**src/sv/assert_macros.svh**
```systemverilog
`ifndef ASSERT_MACROS_SVH
`define ASSERT_MACROS_SVH

// Checks are sampled on clk and disabled while rst_n is low.
`define ASSERT_ALWAYS(label, expr, msg) \
    label: assert property (@(posedge clk) disable iff (!rst_n) (expr)) else $error(msg);

`define ASSERT_IMPL(label, ante, cons, msg) \
    label: assert property (@(posedge clk) disable iff (!rst_n) (ante) |-> (cons)) else $error(msg);

`define ASSERT_NEXT(label, ante, cons, msg) \
    label: assert property (@(posedge clk) disable iff (!rst_n) (ante) |=> (cons)) else $error(msg);

`endif

```
**src/sv/ttlsr_pkg.sv**
```systemverilog
`timescale 1ns / 1ps
`default_nettype none
package ttlsr_pkg;

    localparam logic [1:0] OP_PUT   = 2'd0;
    localparam logic [1:0] OP_GLYPH = 2'd1;
    localparam logic [1:0] OP_PIXEL = 2'd2;
    localparam logic [1:0] OP_NONE  = 2'd3;

    localparam logic [1:0] REG_BG     = 2'd0;
    localparam logic [1:0] REG_TEXT   = 2'd1;
    localparam logic [1:0] REG_TITLE  = 2'd2;
    localparam logic [1:0] REG_CURSOR = 2'd3;

    localparam logic [7:0] CH_BS = 8'd8;
    localparam logic [7:0] CH_LF = 8'd10;
    localparam logic [7:0] CH_CR = 8'd13;

    localparam int FIRST_CHAR = 32;
    localparam int END_CHAR   = 127;
    localparam int GLYPHS     = END_CHAR - FIRST_CHAR;
    localparam int FONT_ROWS  = 16;
    localparam int FONT_DEPTH = GLYPHS * FONT_ROWS;
    localparam int FAW        = $clog2(FONT_DEPTH);

    localparam logic [31:0] BG_RESET     = 32'h0000_0000;
    localparam logic [31:0] TEXT_RESET   = 32'h00FF_FFFF;
    localparam logic [31:0] TITLE_RESET  = 32'h0040_4040;
    localparam logic [31:0] CURSOR_RESET = 32'h00FF_FFFF;

    typedef struct packed {
        logic clr;
        logic accept;
        logic exec;
        logic div1;
        logic div2;
        logic line;
        logic addr;
        logic glyph;
        logic fin;
        logic load_out;
    } ttlsr_cmd_t;

    typedef struct packed {
        logic clr_last;
    } ttlsr_status_t;

endpackage
`default_nettype wire

```
**src/sv/ttlsr_ctrl.sv**
```systemverilog
`timescale 1ns / 1ps
`default_nettype none
`include "assert_macros.svh"
module ttlsr_ctrl
    import ttlsr_pkg::*;
(
    input  wire logic          clk,
    input  wire logic          rst_n,
    input  wire logic          in_valid,
    output logic               in_ready,
    input  wire logic [1:0]    operation,
    output logic               out_valid,
    input  wire logic          out_ready,
    input  wire ttlsr_status_t status,
    output ttlsr_cmd_t         cmd
);

    localparam logic [3:0] S_CLEAR = 4'd0;
    localparam logic [3:0] S_IDLE  = 4'd1;
    localparam logic [3:0] S_EXEC  = 4'd2;
    localparam logic [3:0] S_DIV1  = 4'd3;
    localparam logic [3:0] S_DIV2  = 4'd4;
    localparam logic [3:0] S_LINE  = 4'd5;
    localparam logic [3:0] S_ADDR  = 4'd6;
    localparam logic [3:0] S_GLYPH = 4'd7;
    localparam logic [3:0] S_FIN   = 4'd8;
    localparam logic [3:0] S_DONE  = 4'd9;

    logic [3:0] state_reg, state_next;
    logic       out_valid_reg, out_valid_next;
    logic       accept;

    assign in_ready  = (state_reg == S_IDLE);
    assign accept    = in_valid && in_ready;
    assign out_valid = out_valid_reg;

    always_comb
    begin
        cmd            = '0;
        state_next     = state_reg;
        cmd.accept     = accept;
        unique case (state_reg)
            S_CLEAR:
            begin
                cmd.clr = 1'b1;
                if (status.clr_last)
                    state_next = S_IDLE;
            end
            S_IDLE:
            begin
                if (accept)
                    state_next = (operation == OP_PIXEL) ? S_DIV1 : S_EXEC;
            end
            S_EXEC:
            begin
                cmd.exec   = 1'b1;
                state_next = S_DONE;
            end
            S_DIV1:
            begin
                cmd.div1   = 1'b1;
                state_next = S_DIV2;
            end
            S_DIV2:
            begin
                cmd.div2   = 1'b1;
                state_next = S_LINE;
            end
            S_LINE:
            begin
                cmd.line   = 1'b1;
                state_next = S_ADDR;
            end
            S_ADDR:
            begin
                cmd.addr   = 1'b1;
                state_next = S_GLYPH;
            end
            S_GLYPH:
            begin
                cmd.glyph  = 1'b1;
                state_next = S_FIN;
            end
            S_FIN:
            begin
                cmd.fin    = 1'b1;
                state_next = S_DONE;
            end
            S_DONE:
            begin
                if (!out_valid_reg || out_ready)
                begin
                    cmd.load_out = 1'b1;
                    state_next   = S_IDLE;
                end
            end
            default:
            begin
                state_next = S_IDLE;
            end
        endcase
    end

    always_comb
    begin
        out_valid_next = out_valid_reg;
        if (out_valid_reg && out_ready)
            out_valid_next = 1'b0;
        if (cmd.load_out)
            out_valid_next = 1'b1;
    end

    always_ff @(posedge clk or negedge rst_n)
    begin
        if (!rst_n)
        begin
            state_reg     <= S_CLEAR;
            out_valid_reg <= 1'b0;
        end
        else
        begin
            state_reg     <= state_next;
            out_valid_reg <= out_valid_next;
        end
    end

    `ASSERT_NEXT(a_done_loads, state_reg == S_DONE && !out_valid_reg, out_valid_reg, "result not loaded")
    `ASSERT_ALWAYS(a_one_step, $onehot0({cmd.clr, cmd.exec, cmd.div1, cmd.div2, cmd.line, cmd.addr, cmd.glyph, cmd.fin, cmd.load_out}), "several datapath steps at once")
    `ASSERT_IMPL(a_no_accept_clear, state_reg == S_CLEAR, !in_ready, "word taken during font clear")

endmodule
`default_nettype wire

```
**config.mk**
```make
export PLATFORM = sky130hd
export DESIGN_NAME = ttlsr_ctrl
export DESIGN_NICKNAME = d
export VERILOG_FILES = /design/src/sv/ttlsr_pkg.sv /design/src/sv/ttlsr_ctrl.sv
export VERILOG_INCLUDE_DIRS = /design/src /design/src/sv
export SDC_FILE = /design/constraint.sdc
export NUM_CORES = 1
export LEC_CHECK = 0
export BUFFER_PORTS_ARGS = -buffer_cell sky130_fd_sc_hd__clkbuf_2
export CORE_UTILIZATION = 30
export DETAILED_ROUTE_END_ITERATION = 8
export MAX_ROUTING_LAYER = met4
export PLACE_DENSITY = 0.64
export SYNTH_ARGS = -nofsm -noshare
export SYNTH_HDL_FRONTEND = slang
export SYNTH_SLANG_ARGS = --single-unit
```
**constraint.sdc**
```tcl
create_clock -name clk -period 1.2 [get_ports clk]
set_input_delay 0 -clock clk [delete_from_list [all_inputs] [get_ports clk]]
set_output_delay 0 -clock clk [all_outputs]
set_load 0.05 [all_outputs]
```
* Word level (Yosys, flattened, before mapping)
Cells that the tools add are included.
** Word-level totals
- Flip-flop bits (word level) :: 5
- Latch bits :: 0
- Bits in writable memories :: 0
- Memory bits (read-only) :: 0
- Bits of input ports :: 7
- Output and inout port bits :: 12
- Memories :: 0
** Cells by class
- $add $sub $neg :: 0
- $mul :: 0
- Divide/modulo/power cells :: 0
- Magnitude comparators :: 0
- Eq/ne operators :: 13
- Shift operators :: 0
- Multiplexer cells :: 17
- Bitwise operators :: 0
- Reductions and logical operators :: 8
** Operators by type and width (number)
- case mux 4 bit (9 select lines) :: 1
- == test 4 x 3 -> 1 bit (second input constant) :: 4
- two-way mux 1 bit :: 13
- two-way mux 4 bit :: 3
- == test 4 x 2 -> 1 bit (second input constant) :: 2
- == test 4 bit (second input constant) :: 2
- == test 4 x 1 -> 1 bit (second input constant) :: 1
- zero test 4 bit :: 1
- inequality test 2 bit (second input constant) :: 2
- AND reduction 3 bit :: 1
- == test 2 bit (second input constant) :: 1
- logical AND 1 bit :: 2
- inequality test 2 x 1 -> 1 bit (second input constant) :: 1
- nonzero test 2 bit :: 1
- OR reduction 2 bit :: 1
- zero test 1 bit :: 1
- logical OR 1 bit :: 1

* Longest topological paths before layout
- Depth in word-level cells :: 5
- Mapped depth :: 4
- Gate-level depth less buffers :: 3

* Worst setup path before layout
Ideal clock, no wire load.
- Path type :: flip-flop to output port
- Start point :: register state_reg[1]
- End point :: output port cmd[9] (netlist name)
- Arrival time :: 2.102 ns
- Slack :: -0.902 ns
- Cell stages (with the launch flop) :: 3
- Path through :: dfrtp_1 buf_4 nor4_1
** RTL lines
- start: declaration :: line ttlsr_ctrl.sv:29 : logic [3:0] state_reg, state_next;
- start signal: assignment :: line ttlsr_ctrl.sv:122 : state_reg <= state_next;
- end: declaration :: line ttlsr_ctrl.sv:15 : output ttlsr_cmd_t cmd

==> key figures <==
Global routing
  – GRT Total Usage: 22.8%
  – Vias in the first global route: 492
  – Pin count of the biggest net entering global routing: 9
  – Initial antenna violation count: 0
  – First-pass GRT wire length: 2180 um
  – Total congestion overflow: 0

Placed design
  – Dpl hpwl: 710 um
  – Port bufs: 18
  – Place WS: -0.0163 ns
  – RD Place Congestion: 0.808

Power
  – Power per Cell Area: 3340 mW/mm^2
  – Peak VDD IR: 1880 uV
  – Post-layout total power: 0.00320 W
  – Lkg Pwr: 0.426 nW

Flow run
  – Max Cap Viol: 0

Clocking
  – Clock Sinks: 5
  – Clock tree buffer depth: 2
  – Clock root buffer: clkbuf_4
  – Clock-pin slew on the worst setup and hold paths: 0.05 ns
  – CTS tree: yes
  – H-Tree Depth: 1
  – Worst-Skew Late Latency: 0.25 ns
  – CTS Buf Count: 3

Run status
  – Failing checks: negative setup slack
  – Status: finished, violations left

Floorplanning
  – Site Rows: 12
  – Chip width: 38.0 um
  – IO Pins: 19
  – Initial Util: 33.7%
  – Die H: 38.0 um
  – Die area: 0.00145 mm^2
  – Core Area: 0.00116 mm^2

Logic synthesis
  – Yosys warns: 0
  – Post-synth top cells: dfrtp_1 (5), nand2b_1 (5), nor2_1 (5)
  – Synth Flop Type: dfrtp_1
  – Mapped cell area: 389 um^2
  – Syn nets: 54
  – Register area share after synthesis: 32.2%
  – Leading post-synthesis cells by cell area: dfrtp_1 (32%), nand2b_1 (8.0%), buf_4 (7.7%), nor3_1 (5.1%), nor2_1 (4.8%)
  – Seq cells post-synth: 5
  – Yosys top cell area share: 32.2%
  – Post-synth EDFFs: 0
  – Post-synth ARST share: 100%
  – Cell accounting for the most synthesized area: dfrtp_1
  – Syn Inst Count: 47
  – Average size of a mapped cell: 8.28 um^2
  – Unique masters post-synth: 24

Setup path
  – Crit path launch type: flip-flop
  – Worst EP required: 1.20 ns
  – Crit path max fanout: 5
  – CP endpoint kind: output port
  – Crit path DAT: 1.36 ns
  – Crit path kind: flip-flop to output port

STA
  – Final worst path period share: 114%
  – Achievable Freq: 733 MHz
  – Worst Tran Pin Value: 0.262 ns
  – Final hold violation count: 0
  – Worst Setup Slack, final: -0.164 ns
  – Final setup fails: 12
  – Final Max Tran Viols: 0
  – Slew headroom: 82.4%
  – Final worst path period need: 1.36 ns
  – Layout Skew: 0.00369 ns
  – Unrepaired setup endpoints after global routing: yes

Routing
  – DRT antenna net count: 0
  – Total Wirelength: 1650 um
  – Routed vias: 515
  – DR iter-0 viols: 3
  – # DRC: 0
  – Number of vias per cell: 5.20
  – First drt pass iteration count: 4
  – Wire length per cell: 16.6 um

Cells and area
  – Multi-input logic area: 367 um^2
  – Largest register FFs: 4
  – # nets final: 93
  – Fill count: 71
  – Fraction of layout cells with a size suffix above 1: 75.3%
  – Area grow syn2layout: 147%
  – Register Area: 130 um^2
  – Inserted Diodes: 0

Worst hold path
  – Hold WC Path Type: input pin to asynchronous set/reset pin
==> cells in the final DEF, fill, tap and decap left out, drive strengths merged <==
master / Yosys / routed
nand4: 1 / 1
inv: 1 / 1
xnor2: 1 / 1
nor2: 5 / 5
o21bai: 1 / 1
nor4: 1 / 1
nand2: 2 / 2
nor2b: 2 / 2
o21ai: 3 / 3
mux2i: 1 / 1
a21oi: 1 / 1
nand2b: 5 / 5
xor2: 1 / 1
nor4b: 1 / 1
nor3b: 1 / 1
nor3: 5 / 5
dlygate4sd3: 0 / 1
dfrtp: 5 / 5
nand3b: 2 / 2
and2: 1 / 1
buf: 6 / 30
clkbuf: 0 / 13
a211o: 1 / 1
==> layer usage <==
layer / up-vias / share of wire [%] / GRT usage [%]
met5: - / 0 / -
met4: 0 / 1.2 / 8.04
met3: 4 / 2.3 / 1.74
met2: 25 / 58 / 40.5
met1: 249 / 39 / 27.0
li1: 237 / - / -
==> stage by stage <==
stage	setup TNS (ns)	instances	cell area, um^2	utilization [%]	hold WS [ns]
6_report	-1.18	99	960	83.0	0.104
5_1_grt	-1.78	99	960	83.0	0.113
4_1_cts	-1.03	96	898	77.7	0.0706
3_5_place_dp	-0.0301	83	641	55.4	-0.182
3_3_place_gp	-0.00418	83	641	55.4	-0.182
2_1_floorplan	-0.634	47	493	-	-0.296
==> logic make-up after synthesis <==
family,synth area share (%)
simple gates,40.2
buf+inv,11.3
compound gates,9.32
flops,32.2
xor+xnor,4.50
mux,2.57
==> where the power goes <==
| group | internal, W | total, W | switching, W |
|---|---|---|---|
| Clock | 0.000126 | 0.000203 | 0.0000771 |
| Sequential | 0.000258 | 0.000422 | 0.000164 |
| Combinational | 0.00128 | 0.00258 | 0.00130 |
==> layout make-up <==
| cell class | count | area share (%) |
|---|---|---|
| timing repair buffer | 40 | 43.3 |
| multi-input combinational | 35 | 38.2 |
| clock buffer | 4 | 2.74 |
| tap | 14 | 1.83 |
| inverter | 1 | 0.391 |
| sequential | 5 | 13.6 |
==> timing repair <==
| action | 4_1_cts | 5_1_grt |
|---|---|---|
| setup buffers | 8 | 4 |
| gates resized for setup | 40 | 15 |
| pin swaps | 5 | 5 |
| endpoints found under the setup margin | 11 | 13 |
| hold buffers | 1 | 0 |
| endpoints found under the hold margin | 5 | 0 |
==> critical path: stages, from the launching register on <==
cell and delay [ns]:
dfrtp_2 0.45, nor4b_4 0.33, and2_4 0.20, buf_8 0.14
==> worst paths after layout <==
path	start	to	depth (start not counted)	slack [ns]
worst max register to register	state_reg[0]$_DFFE_PN0P_	state_reg[0]$_DFFE_PN0P_	5	-0.14
worst min-delay path	rst_n	out_valid$_DFFE_PN0P_	2	0.10
worst max-delay path	state_reg[2]$_DFFE_PN0P_	cmd[8]	3	-0.16
min in group clk	in_valid	state_reg[0]$_DFFE_PN0P_	4	0.12
max in group asynchronous	rst_n	state_reg[0]$_DFFE_PN0P_	2	0.94
worst min register to register	out_valid$_DFFE_PN0P_	out_valid$_DFFE_PN0P_	2	0.58
(Power assumes the default switching activity.)
